File: config.mk
export PLATFORM = sky130hd
export DESIGN_NAME = slot_allocator_oldest_eviction
export DESIGN_NICKNAME = d
export VERILOG_FILES = /design/src/design/saoe_pkg.sv /design/src/design/saoe_cell.sv /design/src/design/saoe_free_fifo.sv /design/src/design/slot_allocator_oldest_eviction.sv
export SDC_FILE = /design/constraint.sdc
export NUM_CORES = 2
export LEC_CHECK = 0
export BUFFER_PORTS_ARGS = -buffer_cell sky130_fd_sc_hd__buf_4
export CORE_MARGIN = 8
export CORE_UTILIZATION = 60
export CTS_CLUSTER_SIZE = 8
export DETAILED_ROUTE_END_ITERATION = 16
export PLACE_DENSITY_LB_ADDON = 0.08
export SKIP_CTS_REPAIR_TIMING = 1
export SLEW_MARGIN = 20
export SYNTH_ARGS = -nofsm -noshare
export SYNTH_HDL_FRONTEND = slang
export SYNTH_SLANG_ARGS = --single-unit
File: constraint.sdc
create_clock -name clk -period 8.1 [get_ports clk]
set_clock_uncertainty 0.05 [all_clocks]
set_input_delay 0 -clock clk [delete_from_list [all_inputs] [get_ports clk]]
set_output_delay 0 -clock clk [all_outputs]
set_load 0.02 [all_outputs]
File: src/design/saoe_pkg.sv
// Package for the slot allocator with oldest-stamp eviction.
// Holds sizes, action codes, controller states and the structs passed along the
// chain of slot cells. Used by every other file of the block.
`default_nettype none

package saoe_pkg;

  localparam int NUM_SLOTS      = 16;
  localparam int CLIENT_ID_BITS = 16;

  localparam int SLOT_W  = (NUM_SLOTS > 1) ? $clog2(NUM_SLOTS) : 1;
  localparam int CNT_W   = $clog2(NUM_SLOTS + 1);
  localparam int ID_W    = CLIENT_ID_BITS;
  localparam int STAMP_W = 32;

  // stream payload widths, rounded up to whole bytes
  localparam int IN_TDATA_W  = 56;
  localparam int OUT_TDATA_W = 24;

  typedef enum logic [1:0] {
    ACT_REGISTER   = 2'd0,
    ACT_DEREGISTER = 2'd1,
    ACT_RESERVE    = 2'd2,
    ACT_LOOKUP     = 2'd3
  } action_t;

  typedef enum logic [1:0] {
    ST_IDLE,
    ST_SCAN,
    ST_FINISH
  } state_t;

  // search record handed from cell to cell
  typedef struct packed {
    logic               valid;
    logic [ID_W-1:0]    id;
    logic               hit;
    logic [SLOT_W-1:0]  hit_slot;
    logic [SLOT_W-1:0]  pos;
    logic               cand_valid;
    logic [SLOT_W-1:0]  cand_slot;
    logic [STAMP_W-1:0] cand_stamp;
    logic [ID_W-1:0]    cand_owner;
  } scan_rec_t;

  // update broadcast to the cells at the end of a transaction
  typedef struct packed {
    logic               en;
    logic [SLOT_W-1:0]  idx;
    logic               in_use;
    logic               reserved;
    logic [ID_W-1:0]    owner;
    logic               stamp_we;
    logic [STAMP_W-1:0] stamp;
  } slot_wr_t;

endpackage

`default_nettype wire

File: src/design/saoe_cell.sv
// One slot cell: owner, stamp and flags of a single slot.
// Updates the passing search record (owner match, oldest unreserved stamp).
// Depends on saoe_pkg.
`default_nettype none

module saoe_cell (
  input  wire logic                clk,
  input  wire logic                rst,
  input  wire saoe_pkg::scan_rec_t rec_in,
  output saoe_pkg::scan_rec_t      rec_out,
  input  wire logic                wr_en,
  input  wire saoe_pkg::slot_wr_t  wr
);
  import saoe_pkg::*;

  logic               in_use;
  logic               reserved;
  logic [ID_W-1:0]    owner;
  logic [STAMP_W-1:0] stamp;
  scan_rec_t          rec_next;

  always_ff @(posedge clk) begin
    if (rst) begin
      in_use   <= 1'b0;
      reserved <= 1'b0;
    end else if (wr_en) begin
      in_use   <= wr.in_use;
      reserved <= wr.reserved;
    end
  end

  always_ff @(posedge clk) begin
    if (wr_en) begin
      owner <= wr.owner;
    end
    if (wr_en && wr.stamp_we) begin
      stamp <= wr.stamp;
    end
  end

  always_comb begin
    rec_next     = rec_in;
    rec_next.pos = rec_in.pos + 1'b1;
    if (in_use && (owner == rec_in.id) && !rec_in.hit) begin
      rec_next.hit      = 1'b1;
      rec_next.hit_slot = rec_in.pos;
    end
    // strict compare: on a tie the lower slot, seen first, stays
    if (in_use && !reserved && (!rec_in.cand_valid || (stamp < rec_in.cand_stamp))) begin
      rec_next.cand_valid = 1'b1;
      rec_next.cand_slot  = rec_in.pos;
      rec_next.cand_stamp = stamp;
      rec_next.cand_owner = owner;
    end
  end

  always_ff @(posedge clk) begin
    if (rst) begin
      rec_out <= '0;
    end else begin
      rec_out <= rec_next;
    end
  end

endmodule

`default_nettype wire

File: src/design/saoe_free_fifo.sv
// Free-slot queue: circular buffer of slot numbers, full of slots in order at reset.
// Pop from the head, push at the tail; a push into a full queue is dropped.
// Depends on saoe_pkg.
`default_nettype none

module saoe_free_fifo (
  input  wire logic                        clk,
  input  wire logic                        rst,
  input  wire logic                        pop,
  input  wire logic                        push,
  input  wire logic [saoe_pkg::SLOT_W-1:0] push_slot,
  output logic      [saoe_pkg::SLOT_W-1:0] head_slot,
  output logic                             empty
);
  import saoe_pkg::*;

  logic [SLOT_W-1:0] fifo [NUM_SLOTS];
  logic [SLOT_W-1:0] head;
  logic [SLOT_W-1:0] tail;
  logic [CNT_W-1:0]  count;
  logic              full;
  logic              do_push;
  logic              do_pop;

  assign full      = (count == CNT_W'(NUM_SLOTS));
  assign empty     = (count == '0);
  assign do_push   = push && !full;
  assign do_pop    = pop && !empty;
  assign head_slot = fifo[head];

  always_ff @(posedge clk) begin
    if (rst) begin
      for (int i = 0; i < NUM_SLOTS; i++) begin
        fifo[i] <= SLOT_W'(i);
      end
    end else if (do_push) begin
      fifo[tail] <= push_slot;
    end
  end

  always_ff @(posedge clk) begin
    if (rst) begin
      head  <= '0;
      tail  <= '0;
      count <= CNT_W'(NUM_SLOTS);
    end else begin
      if (do_pop) begin
        head <= (head == SLOT_W'(NUM_SLOTS - 1)) ? '0 : head + 1'b1;
      end
      if (do_push) begin
        tail <= (tail == SLOT_W'(NUM_SLOTS - 1)) ? '0 : tail + 1'b1;
      end
      case ({do_push, do_pop})
        2'b10:   count <= count + 1'b1;
        2'b01:   count <= count - 1'b1;
        default: count <= count;
      endcase
    end
  end

endmodule

`default_nettype wire

File: src/design/slot_allocator_oldest_eviction.sv
// Slot allocator with oldest-stamp eviction.
// Input stream (s_*): one request per transaction: action, client id, current time.
// Output stream (m_*): exactly one answer per request, in request order.
// A request is taken only while the block is idle. It then sends a search record
// down a row of NUM_SLOTS slot cells, one cell per cycle, which finds the slot the
// client holds and the oldest unreserved slot. The finish state then commits the
// update and loads the output register once that register is free. The next
// request is taken only after the block is back in idle, so one request is
// finished before the next is accepted.
// Registration and reservation take the head of the free-slot queue; with the queue
// empty they evict the unreserved slot with the smallest stamp (lowest slot on a tie).
// Reset empties every slot and fills the free queue with slots in order;
// requests are taken from the first cycle after reset.
// If the receiver stalls, the answer is held in the output register and a new
// request can still be taken; its answer waits until the register is free.
// Depends on saoe_pkg, saoe_cell and saoe_free_fifo.
`default_nettype none

module slot_allocator_oldest_eviction (
  input  wire logic                                 clk,
  input  wire logic                                 rst,
  input  wire logic                                 s_tvalid,
  output logic                                      s_tready,
  // action [1:0], client_id [17:2], now_ticks [49:18], zero fill [55:50]
  input  wire logic [saoe_pkg::IN_TDATA_W-1:0]      s_tdata,
  output logic                                      m_tvalid,
  input  wire logic                                 m_tready,
  // ok [0], slot [4:1], evicted [5], evicted_client [21:6], cleared [22], zero [23]
  output logic      [saoe_pkg::OUT_TDATA_W-1:0]     m_tdata
);
  import saoe_pkg::*;

  state_t             state;
  state_t             state_next;
  action_t            act;
  logic [ID_W-1:0]    id;
  logic [STAMP_W-1:0] now;
  logic               launch;
  scan_rec_t          fin;

  scan_rec_t          chain [NUM_SLOTS+1];
  slot_wr_t           wr;
  logic               fifo_pop;
  logic               fifo_push;
  logic [SLOT_W-1:0]  fifo_head;
  logic               fifo_empty;

  logic               accept;
  logic               out_free;
  logic               out_load;
  logic               res_ok;
  logic [SLOT_W-1:0]  res_slot;
  logic               res_ev;
  logic [ID_W-1:0]    res_ev_id;
  logic               res_cleared;
  logic [31:0]        id_wide;
  logic [31:0]        slot_wide;
  logic [31:0]        ev_wide;

  assign accept   = s_tvalid && s_tready;
  assign out_free = !m_tvalid || m_tready;
  assign id_wide  = 32'(s_tdata[17:2]);

  always_ff @(posedge clk) begin
    if (accept) begin
      act <= action_t'(s_tdata[1:0]);
      id  <= id_wide[ID_W-1:0];
      now <= s_tdata[49:18];
    end
    if ((state == ST_SCAN) && chain[NUM_SLOTS].valid) begin
      fin <= chain[NUM_SLOTS];
    end
  end

  always_ff @(posedge clk) begin
    if (rst) begin
      state  <= ST_IDLE;
      launch <= 1'b0;
    end else begin
      state  <= state_next;
      launch <= accept;
    end
  end

  always_comb begin
    state_next = state;
    case (state)
      ST_IDLE:   if (s_tvalid) state_next = ST_SCAN;
      ST_SCAN:   if (chain[NUM_SLOTS].valid) state_next = ST_FINISH;
      ST_FINISH: if (out_free) state_next = ST_IDLE;
      default:   state_next = ST_IDLE;
    endcase
  end

  always_comb begin
    chain[0]            = '0;
    chain[0].valid      = launch;
    chain[0].id         = id;
  end

  for (genvar i = 0; i < NUM_SLOTS; i++) begin : g_cell
    saoe_cell u_cell (
      .clk    (clk),
      .rst    (rst),
      .rec_in (chain[i]),
      .rec_out(chain[i+1]),
      .wr_en  (wr.en && (wr.idx == SLOT_W'(i))),
      .wr     (wr)
    );
  end

  saoe_free_fifo u_free (
    .clk      (clk),
    .rst      (rst),
    .pop      (fifo_pop),
    .push     (fifo_push),
    .push_slot(fin.hit_slot),
    .head_slot(fifo_head),
    .empty    (fifo_empty)
  );

  // outcome of the finished search and the update it commits
  always_comb begin
    s_tready    = (state == ST_IDLE);
    out_load    = (state == ST_FINISH) && out_free;
    res_ok      = 1'b0;
    res_slot    = '0;
    res_ev      = 1'b0;
    res_ev_id   = '0;
    res_cleared = 1'b0;
    fifo_pop    = 1'b0;
    fifo_push   = 1'b0;
    wr          = '0;
    wr.owner    = id;
    wr.stamp    = now;
    case (act)
      ACT_REGISTER, ACT_RESERVE: begin
        if (!fin.hit) begin
          if (!fifo_empty) begin
            res_ok   = 1'b1;
            res_slot = fifo_head;
            fifo_pop = out_load;
          end else if (fin.cand_valid) begin
            res_ok      = 1'b1;
            res_slot    = fin.cand_slot;
            res_ev      = 1'b1;
            res_ev_id   = fin.cand_owner;
            res_cleared = 1'b1;
          end
          wr.en       = out_load && res_ok;
          wr.idx      = res_slot;
          wr.in_use   = 1'b1;
          wr.reserved = (act == ACT_RESERVE);
          wr.stamp_we = (act == ACT_REGISTER);
        end
      end
      ACT_DEREGISTER: begin
        if (fin.hit) begin
          res_ok      = 1'b1;
          res_slot    = fin.hit_slot;
          res_cleared = 1'b1;
          fifo_push   = out_load;
          wr.en       = out_load;
          wr.idx      = fin.hit_slot;
        end
      end
      ACT_LOOKUP: begin
        if (fin.hit) begin
          res_ok   = 1'b1;
          res_slot = fin.hit_slot;
        end
      end
      default: begin
        res_ok = 1'b0;
      end
    endcase
  end

  assign slot_wide = 32'(res_slot);
  assign ev_wide   = 32'(res_ev_id);

  always_ff @(posedge clk) begin
    if (rst) begin
      m_tvalid <= 1'b0;
    end else if (out_load) begin
      m_tvalid <= 1'b1;
    end else if (m_tready) begin
      m_tvalid <= 1'b0;
    end
  end

  always_ff @(posedge clk) begin
    if (out_load) begin
      m_tdata <= {1'b0, res_cleared, ev_wide[15:0], res_ev, slot_wide[3:0], res_ok};
    end
  end

  a_chain_in_scan: assert property (@(posedge clk) disable iff (rst)
    chain[NUM_SLOTS].valid |-> (state == ST_SCAN))
    else $error("search record left the cell row outside the scan");

  a_load_after_finish: assert property (@(posedge clk) disable iff (rst)
    $rose(m_tvalid) |-> ($past(state) == ST_FINISH))
    else $error("answer loaded without a finished search");

  a_evict_only_when_empty: assert property (@(posedge clk) disable iff (rst)
    (out_load && res_ev) |-> (fifo_empty && !fifo_pop))
    else $error("eviction while free slots remain");

  a_no_pop_empty: assert property (@(posedge clk) disable iff (rst)
    fifo_pop |-> !fifo_empty)
    else $error("pop from empty free-slot queue");

  a_single_update: assert property (@(posedge clk) disable iff (rst)
    wr.en |-> (state == ST_FINISH) ##1 (state == ST_IDLE))
    else $error("slot update outside the commit cycle");

endmodule

`default_nettype wire
==> run metrics <==
EDFF count, synth 931; CP max-delay cell nor2_4; core box area 147000 um2; Slew @ Worst Pin 1.11 ns; # nets final 8414; layout cells sized above 1 7.69%; All-Layer GR Usage 21.1%; Diodes inserted 0; hpwl dp 119000 um; DIE AREA 160000 um2; GR peak layer met2; sequential share of power 48.9%; worst setup path endpoint g_cell[1].u_cell.stamp[12]; Reg2Reg Capture Point g_cell[1].u_cell.stamp[12]; vias per cell 5.28; routed via count 52879; overall die height 400 um; count of final hold-check violations 0; Post-Syn Instances 7692; Starting DRT DRC Count 2902; Pins Over Slew Limit 0; Synth Flop Type dfxtp_1; Rel. slew slack 26.2%; PortBufs 78; worst vdd ir 0.246 mV; Clk pwr share 49.6%; Psw 4.71 mW; Setup crit start kind flip-flop; global-route wire length before repair 276000 um; Final min period 4.91 ns; most frequent cell after synthesis nand2_1; initial antenna violation count 0; worst-path maximum fanout 32; Yosys cell types 73; Clock transition at path regs 0.05 ns; DRT Pass-1 Iters 5; Required @ worst endpoint 8.53 ns; P per Cell Area 236 nW/um2; Routability Congestion 0.866; CTS sink count 2170; Logic pwr share 1.5%; Worst Path Arrival 5.34 ns; met2 Use GR 36.4%; H-tree levels 5; reg2reg path depth 6; Crit. End Element flip-flop; vias in the first global route 53990; Wirelength per Cell 17.2 um; Die W 400 um; # setup viols final 0; delay-heaviest family, CP simple AND/OR/NAND/NOR gates; hold_ws 0.105 ns; Post-synth top cells nand2_1, dfxtp_1, edfxtp_1, mux2i_1, inv_1; synth warn 0; Ports 86; M1 GR Usage 26.8%; Int Pwr 19.0 mW; Buf+Inv Stages, Crit Path 0; Crit path depth 6; Synth area leaders edfxtp_1, dfxtp_1, mux2i_1; Post-Syn Nets 8238; Synth top area share 31.6%; critical-path cell list mux4_1 -> a22oi_1 -> a21oi_1 -> a221oi_4 -> nand4_1 -> nor2_4; gr ovfl total 0; area delta synth->final 13.9%; R2R setup slack 3.19 ns; clock tree root driver cell clkbuf_16; crit path kind flip-flop to flip-flop; Fmax 204 MHz; crit-path max cell delay 1.09 ns; Leakage 35.2 nW; Seq/Total Area, Yosys 59.7%; Sw Ratio 19.9%; FF+latch count, synth 2170; unrepaired setup endpoints after global routing false; clock tree buffer depth 4; Detail Route Antenna Nets 0; # DRC 0; Worst Hold Class primary input to flip-flop; met3 Resource Use GR 3.15%; Avg Inst Size Synth 11.5 um2; clk_lat worst skew 0.90 ns; final wirelength 172000 um; largest net degree at the start of global routing 232; max-cap viol count 0; row count 141; area of the mapped netlist 88400 um2; Initial Util 60.1%; setup TNS 0 ns; number of buffers created by CTS 321; cell accounting for the most synthesized area edfxtp_1; ys async rst share 0%; status finished clean; CTS tree done; final worst-path cycle share 60.7%
worst min-delay path by stage:
stage	start	to	slack, ns	cells after the start
floorplan	s_tdata[0]	act[0]	0.05	0
global placement	s_tdata[7]	id[5]	0.13	1
detailed placement	s_tdata[22]	now[4]	0.13	1
CTS	s_tdata[49]	now[31]	-0.82	1
global route	rst	u_free.count[3]	0.14	3
finish	rst	g_cell[13].u_cell.rec_out[78]	0.11	3
cell usage in the layout, fill, tap and decap left out, drive strengths merged, types with 6 or more instances in the layout:
| master | Yosys | final |
|---|---|---|
| nand2 | 1293 | 1293 |
| dfxtp | 1239 | 1239 |
| edfxtp | 931 | 931 |
| mux2i | 667 | 667 |
| inv | 534 | 538 |
| clkbuf | 324 | 535 |
| ha | 486 | 486 |
| nor2b | 307 | 307 |
| nor2 | 226 | 226 |
| a21oi | 198 | 198 |
| xnor2 | 194 | 194 |
| a21o | 167 | 167 |
| nand4 | 164 | 164 |
| buf | 55 | 127 |
| dlygate4sd3 | 0 | 105 |
| o31ai | 104 | 104 |
| xor2 | 89 | 89 |
| nand3 | 75 | 75 |
| and2 | 69 | 69 |
| o2111ai | 63 | 63 |
| o21ai | 61 | 61 |
| nor3 | 54 | 54 |
| a31o | 52 | 52 |
| or4 | 38 | 38 |
| nor4 | 36 | 36 |
| nand2b | 34 | 34 |
| a311oi | 23 | 23 |
| or2 | 21 | 21 |
| a21bo | 20 | 20 |
| a211oi | 19 | 19 |
| and3 | 18 | 18 |
| o21a | 16 | 16 |
| mux4 | 16 | 16 |
| a31oi | 14 | 14 |
| o211ai | 13 | 13 |
| or3 | 11 | 11 |
| a2111oi | 9 | 9 |
| o22ai | 6 | 6 |
per-stage QoR:
step,total power [mW],util [%],worst slack [ns],cells,instance area (um2)
finish,23.7,68.5,3.19,10018,101000
floorplan,12.0,-,3.87,7692,88400
global route,24.5,68.5,2.90,10018,101000
global placement,12.1,61.6,3.23,9370,90700
CTS,23.9,67.8,3.16,9913,99700
detailed placement,12.1,61.6,3.15,9370,90700
layout make-up:
| cell class | instances | area [um2] |
|---|---|---|
| fillers | 10647 | 46400 |
| repair buffers | 232 | 2050 |
| clock buffers | 535 | 8960 |
| inverters | 535 | 2020 |
| multi-input cells | 4608 | 32500 |
| flip-flops and latches | 2170 | 52800 |
| clock inverters | 8 | 76.3 |
| well taps | 1930 | 2410 |
registers in the layout, summed over array words and instances (netlist names), named ones only:
name                    flops
u_free.count                5
g_cell.u_cell.owner       256
launch                      1
m_tvalid                    1
g_cell.u_cell.in_use       16
g_cell.u_cell.rec_out    1186
id                         16
u_free.head                 4
state                       2
now                        32
m_tdata                    23
g_cell.u_cell.stamp       512
u_free.tail                 4
u_free.fifo                64
fin                        26
act                         2
g_cell.u_cell.reserved     16
cell families after synthesis:
family | Yosys count | synth area share, %
DFF | 2170 | 59.7
xor gates and xnor gates | 283 | 2.80
muxes | 683 | 7.98
adders and majority gates | 486 | 6.88
AOI/OAI and AO/OA | 798 | 6.35
and+or+nand+nor | 2357 | 12.4
buffers and inverters | 914 | 3.97
other | 1 | 0.00424
layer usage:
metal	up-vias	routed length, um
met1	24530	76700
li1	26921	-
met3	437	6240
met2	991	83000
met4	0	6420
met5	-	0
worst min-delay path, stage by stage:
cell and delay, ns:
dlygate4sd3_1 0.56, buf_8 0.25, nor2b_1 0.17
power groups by stage:
stage               Combinational [mW]  Clock (mW)  Sequential, mW
detailed placement               0.306           0            11.8
global placement                 0.300           0            11.8
CTS                              0.308        12.0            11.6
global route                     0.383        12.5            11.6
finish                           0.349        11.8            11.6
floorplan                        0.223           0            11.7
No activity file was read; power rests on OpenSTA's default activity.
